**config.mk**
```make
export PLATFORM = sky130hd
export DESIGN_NAME = bitmap_run_allocator
export DESIGN_NICKNAME = d
export VERILOG_FILES = /design/src/rtl/bra_pkg.sv /design/src/rtl/bitmap_run_allocator.sv /design/src/rtl/bra_map_mem.sv /design/src/rtl/bra_run_scan.sv
export SDC_FILE = /design/constraint.sdc
export NUM_CORES = 2
export LEC_CHECK = 0
export BUFFER_PORTS_ARGS = -buffer_cell sky130_fd_sc_hd__buf_2
export CORE_MARGIN = 2
export CORE_UTILIZATION = 54
export CTS_CLUSTER_DIAMETER = 200
export DETAILED_ROUTE_END_ITERATION = 7
export PLACE_DENSITY_LB_ADDON = 0.08
export SYNTH_ARGS = -nofsm -noshare
export SYNTH_HDL_FRONTEND = slang
export SYNTH_SLANG_ARGS = --single-unit
```
**constraint.sdc**
```tcl
create_clock -name clk_i -period 12.65 [get_ports clk_i]
set_input_delay 1.265 -clock clk_i [delete_from_list [all_inputs] [get_ports clk_i]]
set_output_delay 1.265 -clock clk_i [all_outputs]
set_load 0.01 [all_outputs]
```
**src/rtl/bra_pkg.sv**
```systemverilog
// Shared types and constants for the bitmap run allocator.
// Depends on nothing; every other file imports it.
`timescale 1ns / 1ps
`default_nettype none

package bra_pkg;

  // Map geometry
  localparam int MapBytes = 128;
  localparam int ByteAw   = $clog2(MapBytes);
  localparam int CfgW     = 8;
  localparam int SlotW    = 10;
  localparam int RunW     = 11;
  localparam int SkipW    = 7;
  localparam int BitsPerByte = 8;
  localparam int BitSelW  = $clog2(BitsPerByte);

  typedef enum logic [1:0] {
    OpScan  = 2'd0,
    OpWrite = 2'd1,
    OpTest  = 2'd2,
    OpClear = 2'd3
  } op_e;

  // Control from the sequencer to the run scanner
  typedef struct packed {
    logic             clear;
    logic             step;
    logic [RunW-1:0]  run_len;
    logic [SlotW-1:0] base;
  } scan_ctrl_t;

endpackage

`default_nettype wire

```
**src/rtl/bitmap_run_allocator.sv**
```systemverilog
// Bitmap run allocator: first-fit search, single-slot access and clear-all on a slot map.
// Instantiates bra_map_mem and bra_run_scan; imports bra_pkg.
//
// Usage:
//   Requests enter on the in_valid_i / in_ready_o channel with op_i, bit_index_i,
//   write_value_i, run_length_i and skip_bytes_i. Every request yields exactly one
//   result on out_valid_o / out_ready_i carrying found_o, start_index_o, bit_value_o.
//   One request is worked on at a time; in_ready_o is high whenever the sequencer
//   is idle, even while a finished result still sits in the output register.
//   Clear-all and out-of-range write/test go from dispatch straight to finish; write
//   and test pass through an access state (one RAM read, one write-back); scan walks
//   the map bytes one byte per cycle through the single RAM read port.
//   The map size register is written through cfg_we_i / cfg_wdata_i; the user must
//   write it only while idle, as the block itself does not enforce this.
//   Reset clears the map through per-byte valid flops (no sweep), sets the map size
//   to 128 bytes and empties the output register.
//   When the receiver stalls, the result holds in the output register; one more
//   request can be finished behind it and waits until the register frees up.
`timescale 1ns / 1ps
`default_nettype none

module bitmap_run_allocator
  import bra_pkg::*;
(
  input  wire logic             clk_i,
  input  wire logic             rst_ni,
  // Configuration
  input  wire logic             cfg_we_i,
  input  wire logic [CfgW-1:0]  cfg_wdata_i,
  // Request channel
  input  wire logic             in_valid_i,
  output logic                  in_ready_o,
  input  wire logic [1:0]       op_i,
  input  wire logic [SlotW-1:0] bit_index_i,
  input  wire logic             write_value_i,
  input  wire logic [RunW-1:0]  run_length_i,
  input  wire logic [SkipW-1:0] skip_bytes_i,
  // Result channel
  output logic                  out_valid_o,
  input  wire logic             out_ready_i,
  output logic                  found_o,
  output logic      [SlotW-1:0] start_index_o,
  output logic                  bit_value_o
);

  typedef enum logic [4:0] {
    StIdle     = 5'b00001,
    StDispatch = 5'b00010,
    StAccess   = 5'b00100,
    StScan     = 5'b01000,
    StFinish   = 5'b10000
  } state_e;

  state_e state_q, state_d;

  // Configuration register
  logic [CfgW-1:0] map_bytes_q;
  logic [CfgW-1:0] lim_bytes;

  // Latched request
  op_e              op_q;
  logic [SlotW-1:0] bit_q;
  logic             wval_q;
  logic [RunW-1:0]  run_len_q;
  logic [SkipW-1:0] skip_q;

  // Scan pointers: a byte read is issued in the cycle before it is processed
  logic [CfgW-1:0] issue_q, issue_d;
  logic [CfgW-1:0] proc_q, proc_d;
  logic            pend_q, pend_d;

  // Result being built and output register
  logic             res_found_q, res_found_d;
  logic [SlotW-1:0] res_start_q, res_start_d;
  logic             res_bit_q, res_bit_d;
  logic             out_valid_q;
  logic             out_found_q;
  logic [SlotW-1:0] out_start_q;
  logic             out_bit_q;

  // Memory and scanner hookup
  logic              mem_clr, mem_we;
  logic [ByteAw-1:0] mem_waddr, mem_raddr;
  logic [7:0]        mem_wdata, mem_rdata;
  logic [7:0]        bit_mask;
  scan_ctrl_t        scan_ctrl;
  logic              scan_hit;
  logic [SlotW-1:0]  scan_start;

  logic             accept;
  logic             in_range;
  logic             load_out;
  logic [CfgW-1:0]  byte_of_bit;

  // Clamp the map size to the stored capacity
  assign lim_bytes = (map_bytes_q > CfgW'(MapBytes)) ? CfgW'(MapBytes) : map_bytes_q;

  assign in_ready_o  = (state_q == StIdle);
  assign accept      = in_valid_i && in_ready_o;
  assign byte_of_bit = CfgW'(bit_q[SlotW-1:BitSelW]);
  assign in_range    = byte_of_bit < lim_bytes;
  assign bit_mask    = 8'(1) << bit_q[BitSelW-1:0];
  assign load_out    = (state_q == StFinish) && (!out_valid_q || out_ready_i);

  always_ff @(posedge clk_i or negedge rst_ni) begin
    if (!rst_ni) begin
      map_bytes_q <= CfgW'(MapBytes);
    end else if (cfg_we_i) begin
      map_bytes_q <= cfg_wdata_i;
    end
  end

  // Latch the request; a zero run length counts as one
  always_ff @(posedge clk_i) begin
    if (accept) begin
      op_q      <= op_e'(op_i);
      bit_q     <= bit_index_i;
      wval_q    <= write_value_i;
      run_len_q <= (run_length_i == '0) ? RunW'(1) : run_length_i;
      skip_q    <= skip_bytes_i;
    end
  end

  always_comb begin
    state_d     = state_q;
    issue_d     = issue_q;
    proc_d      = proc_q;
    pend_d      = 1'b0;
    res_found_d = res_found_q;
    res_start_d = res_start_q;
    res_bit_d   = res_bit_q;
    mem_clr     = 1'b0;
    mem_we      = 1'b0;
    mem_waddr   = bit_q[SlotW-1:BitSelW];
    mem_wdata   = wval_q ? (mem_rdata | bit_mask) : (mem_rdata & ~bit_mask);
    mem_raddr   = bit_q[SlotW-1:BitSelW];
    scan_ctrl.clear   = 1'b0;
    scan_ctrl.step    = 1'b0;
    scan_ctrl.run_len = run_len_q;
    scan_ctrl.base    = {proc_q[ByteAw-1:0], {BitSelW{1'b0}}};

    unique case (state_q)
      StIdle: begin
        if (accept) begin
          state_d = StDispatch;
        end
      end

      StDispatch: begin
        res_found_d = 1'b0;
        res_start_d = '0;
        res_bit_d   = 1'b0;
        unique case (op_q)
          OpClear: begin
            mem_clr = 1'b1;
            state_d = StFinish;
          end
          OpWrite, OpTest: begin
            // Read the byte now; an out-of-range slot answers zero at once
            state_d = in_range ? StAccess : StFinish;
          end
          OpScan: begin
            issue_d         = CfgW'(skip_q);
            proc_d          = CfgW'(skip_q);
            scan_ctrl.clear = 1'b1;
            state_d = (CfgW'(skip_q) < lim_bytes) ? StScan : StFinish;
          end
          default: state_d = StFinish;
        endcase
      end

      StAccess: begin
        if (op_q == OpWrite) begin
          mem_we = 1'b1;
        end else begin
          res_bit_d = mem_rdata[bit_q[BitSelW-1:0]];
        end
        state_d = StFinish;
      end

      StScan: begin
        // Issue the next byte read while the previous one is counted
        mem_raddr = issue_q[ByteAw-1:0];
        if (issue_q < lim_bytes) begin
          issue_d = issue_q + CfgW'(1);
          pend_d  = 1'b1;
        end
        if (pend_q) begin
          scan_ctrl.step = 1'b1;
          proc_d         = proc_q + CfgW'(1);
          if (scan_hit) begin
            res_found_d = 1'b1;
            res_start_d = scan_start;
            state_d     = StFinish;
          end else if (proc_q + CfgW'(1) == lim_bytes) begin
            state_d = StFinish;
          end
        end
      end

      StFinish: begin
        if (load_out) begin
          state_d = StIdle;
        end
      end

      default: state_d = StIdle;
    endcase
  end

  always_ff @(posedge clk_i or negedge rst_ni) begin
    if (!rst_ni) begin
      state_q     <= StIdle;
      issue_q     <= '0;
      proc_q      <= '0;
      pend_q      <= 1'b0;
      out_valid_q <= 1'b0;
    end else begin
      state_q <= state_d;
      issue_q <= issue_d;
      proc_q  <= proc_d;
      pend_q  <= pend_d;
      if (load_out) begin
        out_valid_q <= 1'b1;
      end else if (out_ready_i) begin
        out_valid_q <= 1'b0;
      end
    end
  end

  always_ff @(posedge clk_i) begin
    res_found_q <= res_found_d;
    res_start_q <= res_start_d;
    res_bit_q   <= res_bit_d;
    if (load_out) begin
      out_found_q <= res_found_q;
      out_start_q <= res_start_q;
      out_bit_q   <= res_bit_q;
    end
  end

  bra_map_mem u_map_mem (
    .clk_i   (clk_i),
    .rst_ni  (rst_ni),
    .clr_i   (mem_clr),
    .we_i    (mem_we),
    .waddr_i (mem_waddr),
    .wdata_i (mem_wdata),
    .raddr_i (mem_raddr),
    .rdata_o (mem_rdata)
  );

  bra_run_scan u_run_scan (
    .clk_i   (clk_i),
    .rst_ni  (rst_ni),
    .ctrl_i  (scan_ctrl),
    .byte_i  (mem_rdata),
    .hit_o   (scan_hit),
    .start_o (scan_start)
  );

  assign out_valid_o   = out_valid_q;
  assign found_o       = out_found_q;
  assign start_index_o = out_start_q;
  assign bit_value_o   = out_bit_q;

endmodule

`default_nettype wire

```
**src/rtl/bra_map_mem.sv**
```systemverilog
// Bitmap storage: one synchronous byte RAM plus one valid flop per byte.
// A byte whose valid flop is clear reads as zero. Imports bra_pkg.
`timescale 1ns / 1ps
`default_nettype none

module bra_map_mem
  import bra_pkg::*;
(
  input  wire logic              clk_i,
  input  wire logic              rst_ni,
  input  wire logic              clr_i,
  input  wire logic              we_i,
  input  wire logic [ByteAw-1:0] waddr_i,
  input  wire logic [7:0]        wdata_i,
  input  wire logic [ByteAw-1:0] raddr_i,
  output logic      [7:0]        rdata_o
);

  logic [7:0]          mem [MapBytes];
  logic [MapBytes-1:0] valid_q;
  logic [7:0]          rdata_q;
  logic                rvalid_q;

  always_ff @(posedge clk_i) begin
    if (we_i) begin
      mem[waddr_i] <= wdata_i;
    end
    rdata_q <= mem[raddr_i];
  end

  always_ff @(posedge clk_i or negedge rst_ni) begin
    if (!rst_ni) begin
      valid_q  <= '0;
      rvalid_q <= 1'b0;
    end else begin
      rvalid_q <= valid_q[raddr_i];
      if (clr_i) begin
        valid_q <= '0;
      end else if (we_i) begin
        valid_q[waddr_i] <= 1'b1;
      end
    end
  end

  assign rdata_o = rvalid_q ? rdata_q : 8'h00;

endmodule

`default_nettype wire

```
**src/rtl/bra_run_scan.sv**
```systemverilog
// Free-run counter: takes one map byte per step and tracks the free run.
// Imports bra_pkg for widths and the control struct.
`timescale 1ns / 1ps
`default_nettype none

module bra_run_scan
  import bra_pkg::*;
(
  input  wire logic             clk_i,
  input  wire logic             rst_ni,
  input  wire scan_ctrl_t       ctrl_i,
  input  wire logic [7:0]       byte_i,
  output logic                  hit_o,
  output logic      [SlotW-1:0] start_o
);

  logic [RunW-1:0] count_q, count_d;
  logic [RunW-1:0] start_w;

  // Walk the eight bits of the byte, lowest slot first
  always_comb begin
    count_d = count_q;
    hit_o   = 1'b0;
    start_w = '0;
    for (int k = 0; k < BitsPerByte; k++) begin
      if (!hit_o) begin
        if (byte_i[k]) begin
          count_d = '0;
        end else begin
          count_d = count_d + RunW'(1);
          if (count_d == ctrl_i.run_len) begin
            hit_o   = 1'b1;
            start_w = {1'b0, ctrl_i.base} + RunW'(k) + RunW'(1) - ctrl_i.run_len;
          end
        end
      end
    end
  end

  assign start_o = start_w[SlotW-1:0];

  always_ff @(posedge clk_i or negedge rst_ni) begin
    if (!rst_ni) begin
      count_q <= '0;
    end else if (ctrl_i.clear) begin
      count_q <= '0;
    end else if (ctrl_i.step) begin
      count_q <= count_d;
    end
  end

endmodule

`default_nettype wire

```
# After elaboration in Yosys (flattened, before gate mapping)

Memory sizes are Yosys's and may differ from the RTL's. A register that Yosys moved wholly into a read port is not among the register bits.
Cells that the tools add are included.

Input port bits: 44
Output and inout bits: 14
Flip-flop bits (word level): 226
Memories: 1
RAM bits: 1024

Equal/unequal tests: 25
Bitwise gates (word level): 4
Multiplexer cells: 111
Shift operators: 1
Add/subtract/negate cells: 32
Magnitude comparators: 8
Reduce and logical (&&, ||, !) cells: 18

Memory list:

| memory        | depth | width | rd ports | clocked after Yosys merged registers in | wr ports | line              | RTL |
|---|---|---|---|---|---|---|---|
| u_map_mem.mem | 128   | 8     | 1        | 1                                       | 1        | bra_map_mem.sv:19 | `logic [7:0] mem [MapBytes];` |

Operator list:

| kind                  | number |
|---|---|
| $mux 128              | 2 |
| $mux 10               | 25 |
| $mux 11               | 17 |
| $or 128x128->128      | 1 |
| $add 11x1->11 const B | 8 |
| $eq 11x11->1          | 8 |
| $add 10x1->10 const B | 8 |
| $sub 10x10->10        | 8 |
| $mux 8                | 6 |
| $mux 1                | 43 |
| $add 10x3->10 const B | 4 |
| $mux 5                | 7 |
| $pmux 8 s2            | 2 |
| $pmux 5 s5            | 1 |
| $add 10x2->10 const B | 2 |
| $pmux 10 s2           | 1 |
| $add 8x1->8 const B   | 2 |
| $lt 7x8->1            | 2 |
| $lt 7x8->1 const B    | 2 |
| $pmux 5 s3            | 1 |
| $logic_not 11->1      | 1 |
| $ne 2x2->1 const B    | 5 |
| $reduce_bool 2->1     | 5 |
| $reduce_and 3->1      | 3 |
| 30 further kinds      | 35 |

# Depth between registers and ports, before layout

Depth after elaboration: 28
Mapped depth: 50
Mapped depth without buffers: 44

# Hierarchy

From an unflattened synthesis, not the netlist that was laid out.

Cells, all modules: 4041
Area, all modules: 60576.8 um2

By module, submodules not included:

| module               | instances | cells an instance | seq. area each (um2) | area an instance (um2) |
|---|---|---|---|---|
| bra_map_mem          | 1         | 2115              | 34137.7              | 45209.6 |
| bra_run_scan         | 1         | 1517              | 275.3                | 10844.2 |
| bitmap_run_allocator | 1         | 409               | 2429.8               | 4523.1 |

# Worst setup path before layout

Ideal clock, no wire load.

Path type: register to register
From: reg u_run_scan.count_q[1]
To: reg res_found_q, enable pin
Data arrival time: 10.810 ns
Data required time: 12.305 ns
Path buffers: 5
Cell stages (with the launch flop): 47
Path slack: 1.495 ns
Cells stage by stage: dfrtp_1 > ha_1 > nand3_2 > nor2_1 > xnor3_1 > nor4_4 > nand3_1 > clkbuf_1 > nor2_1 > a21o_1 > ha_1 > nand2_1 > nor4_1 > nor2_1 > nor2_4 > xnor3_1 > or4_4 > o31a_1 > [11 not listed] > or4_1 > buf_4 > clkbuf_1 > a31oi_1 > a21oi_1 > ha_1 > nand2_1 > o21bai_1 > ha_1 > inv_1 > a211oi_4 > nand4b_4 > nor3_2 > nand2_1 > a221oi_4 > buf_4 > o21ai_0 > nand2_1

Word-level cells in the longest chain between the ends: 27
Elaborated cells between the ends (all ways): 54
Those cells by class: add/sub (8); eq/ne (9); mux (36); reduce/logical (1)

Ends and longest elaborated chain:

| element                                        | line                                   | RTL |
|---|---|---|
| start, declared                                | bra_run_scan.sv:17                     | `logic [RunW-1:0] count_q, count_d;` |
| start signal, assigned                         | bra_run_scan.sv:48                     | `count_q <= count_d;` |
| $add 11x1->11 *                                | bra_run_scan.sv:30                     | `count_d = count_d + RunW'(1);` |
| $mux 11 / $eq 11x11->1 (equally long branches) | bra_run_scan.sv:27, bra_run_scan.sv:31 |  |
| $add 11x1->11 / $mux 1 (equally long branches) | bra_run_scan.sv:30, bra_run_scan.sv:31 |  |
| $mux 11 (tied with other cells)                | bra_run_scan.sv:27                     | `if (byte_i[k]) begin` |
| $mux 11 / $mux 1 (equally long branches)       | bra_run_scan.sv:26, bra_run_scan.sv:31 |  |
| $add 11x1->11 / $mux 1 (equally long branches) | bra_run_scan.sv:30, bra_run_scan.sv:27 |  |
| $mux 11 (tied with other cells)                | bra_run_scan.sv:27                     |  |
| $mux 11 / $mux 1 (equally long branches)       | bra_run_scan.sv:26, bra_run_scan.sv:31 |  |
| [11 not listed]                                | -                                      |  |
| $mux 11                                        | bra_run_scan.sv:26                     | `if (!hit_o) begin` |
| $add 11x1->11                                  | bra_run_scan.sv:30                     |  |
| $eq 11x11->1                                   | bra_run_scan.sv:31                     | `if (count_d == ctrl_i.run_len) begin` |
| $mux 1                                         | bra_run_scan.sv:31                     |  |
| $mux 1                                         | bra_run_scan.sv:27                     |  |
| $mux 1 *                                       | bra_run_scan.sv:26                     |  |
| $ne 2x2->1 (no line) *                         | -                                      |  |
| $reduce_and 3->1 (no line) *                   | -                                      |  |
| end signal, assigned                           | bitmap_run_allocator.sv:232            | `res_found_q <= res_found_d;` |
| end, declared                                  | bitmap_run_allocator.sv:73             | `logic res_found_q, res_found_d;` |

Mark *: on every way between the ends. The rest lies on a longest branch, timed or not.
A chain may end at the register's enable or synchronous reset.

# Final worst setup path

From: reg u_run_scan.count_q[0]
To: reg res_start_q[1], data pin

Word-level cells in the longest chain between the ends: 28
Elaborated cells between the ends (all ways): 75
Those cells by class: add/sub (8); eq/ne (8); mux (59)

Ends and longest elaborated chain:

| element                                         | line                                   | RTL |
|---|---|---|
| $add 11x1->11 *                                 | bra_run_scan.sv:30                     |  |
| $mux 11 / $eq 11x11->1 (equally long branches)  | bra_run_scan.sv:27, bra_run_scan.sv:31 |  |
| $add 11x1->11 (tied with other cells)           | bra_run_scan.sv:30                     |  |
| $mux 11 (tied with other cells)                 | bra_run_scan.sv:27                     |  |
| $mux 11 (tied with other cells)                 | bra_run_scan.sv:26                     |  |
| $add 11x1->11 (tied with other cells)           | bra_run_scan.sv:30                     |  |
| $mux 11 (tied with other cells)                 | bra_run_scan.sv:27                     |  |
| $mux 11 (tied with other cells)                 | bra_run_scan.sv:26                     |  |
| [12 not listed]                                 | -                                      |  |
| $add 11x1->11 / $mux 10 (equally long branches) | bra_run_scan.sv:30, bra_run_scan.sv:27 |  |
| $eq 11x11->1 / $mux 10 (equally long branches)  | bra_run_scan.sv:31, bra_run_scan.sv:26 |  |
| $mux 10                                         | bra_run_scan.sv:31                     |  |
| $mux 10                                         | bra_run_scan.sv:27                     |  |
| $mux 10 *                                       | bra_run_scan.sv:26                     |  |
| $mux 10 *                                       | bitmap_run_allocator.sv:191            | `if (scan_hit) begin` |
| $mux 10 *                                       | bitmap_run_allocator.sv:188            | `if (pend_q) begin` |
| $pmux 10 s2 *                                   | bitmap_run_allocator.sv:142            | `unique case (state_q)` |
| end signal, assigned                            | bitmap_run_allocator.sv:233            | `res_start_q <= res_start_d;` |
| end, declared                                   | bitmap_run_allocator.sv:74             | `logic [SlotW-1:0] res_start_q, res_start_d;` |

Mark *: on every way between the ends. The rest lies on a longest branch, timed or not. The select of a mux whose other input is x is not followed.

==> metrics.txt <==
status=completed; met3 GRT Util=0.0456; FP Rows=120; H-tree levels=4; synth cell count leaders=edfxtp_1 (1079), nand2_1 (307), mux4_2 (290), nor2_1 (279), clkbuf_1 (195); Critical Path AT=between 10000 and 15000 ps; Crit Path Max Fanout=15; Setup Viol. Count Final=0; flops & latches, synth=between 1000 and 1500; met2 usage=0.461; Final ANT Viol Nets=0; vias in the first global route=approximately 36000; Top cell by count, worst path=nand2_1; Final #Nets=just over 4000; setup_tns=0 ps; Via Count=36487; IO Pins=58; CTS tree=done; gr usage total=0.287; Worst-path clk slew=70 ps; core area=107000 um^2; final instance area=between 60000 and 70000 um^2; Max Clock Skew=about 37 ps; I/O Buffers=57; Slew Viols, Final=0; Initial DRC Count=approximately 3800; Setup WS post-layout=around 720 ps; DRC viols=0; Area growth syn-to-layout=10.6%; maximum root-to-sink buffer count=3; CP max-delay cell=or4_4; post-synthesis sequential area ratio=0.629; Setup Buffers After CTS=0; Req. time, crit path=about 13000 ps; worst skew pair latency=roughly 740 ps; FILL cells=8141; drt pass-1 iters=6; dpl ws=between 500 and 600 ps; Yosys top cell area share=0.553; Fmax achieved=~84 MHz; Cell variety after synth=120; GRT met1 Usage=0.402; largest area contributor in the netlist=edfxtp_1; RePlAce Congestion=~0.96; Slew @ Worst Pin=between 1000 and 1500 ps; most used routing layer=met2; YS warnings=0; Slew HR=0.215; WL per Instance=around 29 um; Die H=roughly 330 um; fin crit period=11930 ps; antenna diode count=0; Post-Syn Instances=between 4000 and 5000; first-pass GRT wire length=235000 um; Crit. End Element=flop; RSZ-0062 raised after global routing=false; CP peak stage delay=about 660 ps; Synth Flop Type=edfxtp_1; EDFF count, synth=about 1100; Post-Syn Area=approximately 59000 um^2; dpl cell area=60500 um^2; max_cap viols=0; period utilization=0.943; Die W=~330 um; Die ar.=about 110000 um^2; initial antenna violation count=1; Hold Crit Class=reg2reg; Synth area leaders=edfxtp_1 (55%), mux4_2 (11%), dfrtp_1 (7.2%); Starting Density=0.546; clk sinks=~1300; final wirelength=between 150000 and 200000 um; HPWL Detailed=between 90000 and 100000 um; Net Count, Synth=around 4100; Synth Area per Inst=between 10 and 15 um^2; gr ovfl total=0; most common cell in the netlist=edfxtp_1; Num CTS Buffers=between 100 and 150; root buffer cell=clkbuf_16; Power Density=~200 nW/um^2; leakage=0.0218 uW; vias per cell=6.56; asr flop ratio synth=0.136; startpoint type of the worst setup path=flop; worst vdd ir=about 190 uV; crit path kind=reg2reg; Fin. Hold Viols=0; fraction of layout cells with a size suffix above 1=0.176; largest net degree at the start of global routing=110
-- cell families after synthesis --
| kind of cell | synth area share |
|---|---|
| flip-flops | 0.629 |
| AND/OR/NAND/NOR | 0.0880 |
| AO/OA/AOI/OAI | 0.104 |
| multiplexers | 0.121 |
| buffers and inverters | 0.0210 |
| XOR/XNOR | 0.0227 |
| adder cells (fa/ha/maj) | 0.0138 |
-- worst max-delay path, delay by kind of cell, from the launching register on --
kind	cells	cell delay, ps
AND/OR/NAND/NOR	22	5570
multiplexers	2	580
XOR/XNOR	4	1140
AO/OA/AOI/OAI	7	2180
flip-flops	1	590
adder cells (fa/ha/maj)	4	1120
buffers and inverters	3	580
-- final cells by class --
class                           count  area (um^2)  area share
Sequential cell                  1258        36800       0.569
Multi-Input combinational cell   2456        20700       0.320
Clock buffer                      183         3660      0.0565
Tap cell                         1403         1760      0.0271
Timing Repair Buffer              152         1060      0.0163
Clock inverter                     57          529     0.00817
Inverter                           54          203     0.00313
-- per-layer routing --
layer  vias up  part of all wire  wire length, um
li1      15959                 -                -
met1     18706              0.41            65600
met2      1525              0.48            76700
met3       297             0.070            11200
met4         0             0.036             5690
met5         -                 0                0
-- stage by stage --
stage / cells / utilization / total power [uW] / hold WS, ps
finish: 5563 / 0.603 / 12700 / 419
global route: 5563 / 0.603 / 13200 / 424
CTS: 5563 / 0.603 / 12700 / 419
detailed placement: 5323 / 0.564 / 8960 / 410
global placement: 5323 / 0.564 / 8940 / 403
floorplan: 4027 / - / 7750 / 400
-- final timing paths --
| path | start | to | slack [ps] | cells past startpoint |
|---|---|---|---|---|
| setup / recovery | u_run_scan.count_q[0] | res_start_q[1] | 720 | 42 |
| hold / removal | res_start_q[4] | start_index_o[4] | 420 | 0 |
| setup reg to reg | u_run_scan.count_q[0] | res_start_q[1] | 720 | 42 |
| hold reg to reg | res_start_q[4] | start_index_o[4] | 420 | 0 |
| max in group asynchronous | rst_ni | map_bytes_q[6] | 10790 | 2 |
| min in group asynchronous | rst_ni | u_map_mem.valid_q[58] | 470 | 1 |
-- registers in the layout (all words and copies together), names as in the netlist, 10 cells and up --
| name | cells |
|---|---|
| res_start_q | 10 |
| u_map_mem.valid_q | 128 |
| bit_q | 10 |
| run_len_q | 11 |
| u_run_scan.count_q | 11 |
| u_map_mem.mem | 1024 |
| start_index_o | 10 |
-- cell usage in the layout (no fill, tap or decap), types with 30 or more instances in the layout --
cell	netlist	routed
edfxtp_1	1079	1079
nand2_1	307	303
mux4_2	290	290
nor2_1	279	278
dfrtp_1	169	169
a21oi_1	147	145
o21a_1	143	143
clkbuf_16	0	135
a211oi_1	117	116
xnor2_1	112	112
o21ai_0	112	108
and2_1	97	97
buf_4	4	91
nand3_1	74	74
a31oi_1	66	66
nor3_1	65	65
buf_2	20	56
ha_1	55	55
inv_1	46	46
a311oi_1	43	43
clkbuf_1	195	38
clkinv_1	7	30
-- power breakdown --
| group | switching (uW) | total [uW] | internal, uW |
|---|---|---|---|
| Combinational | 2520 | 3780 | 1260 |
| Clock | 1590 | 3740 | 2150 |
| Sequential | 110 | 5140 | 5030 |
| Total | 4210 | 12700 | 8450 |
-- repair_timing --
action                     4_1_cts  5_1_grt
setup endpoints to repair        0       23
hold buffers                     0        0
gates resized for setup          0       13
No activity file was read; power rests on OpenSTA's default activity.
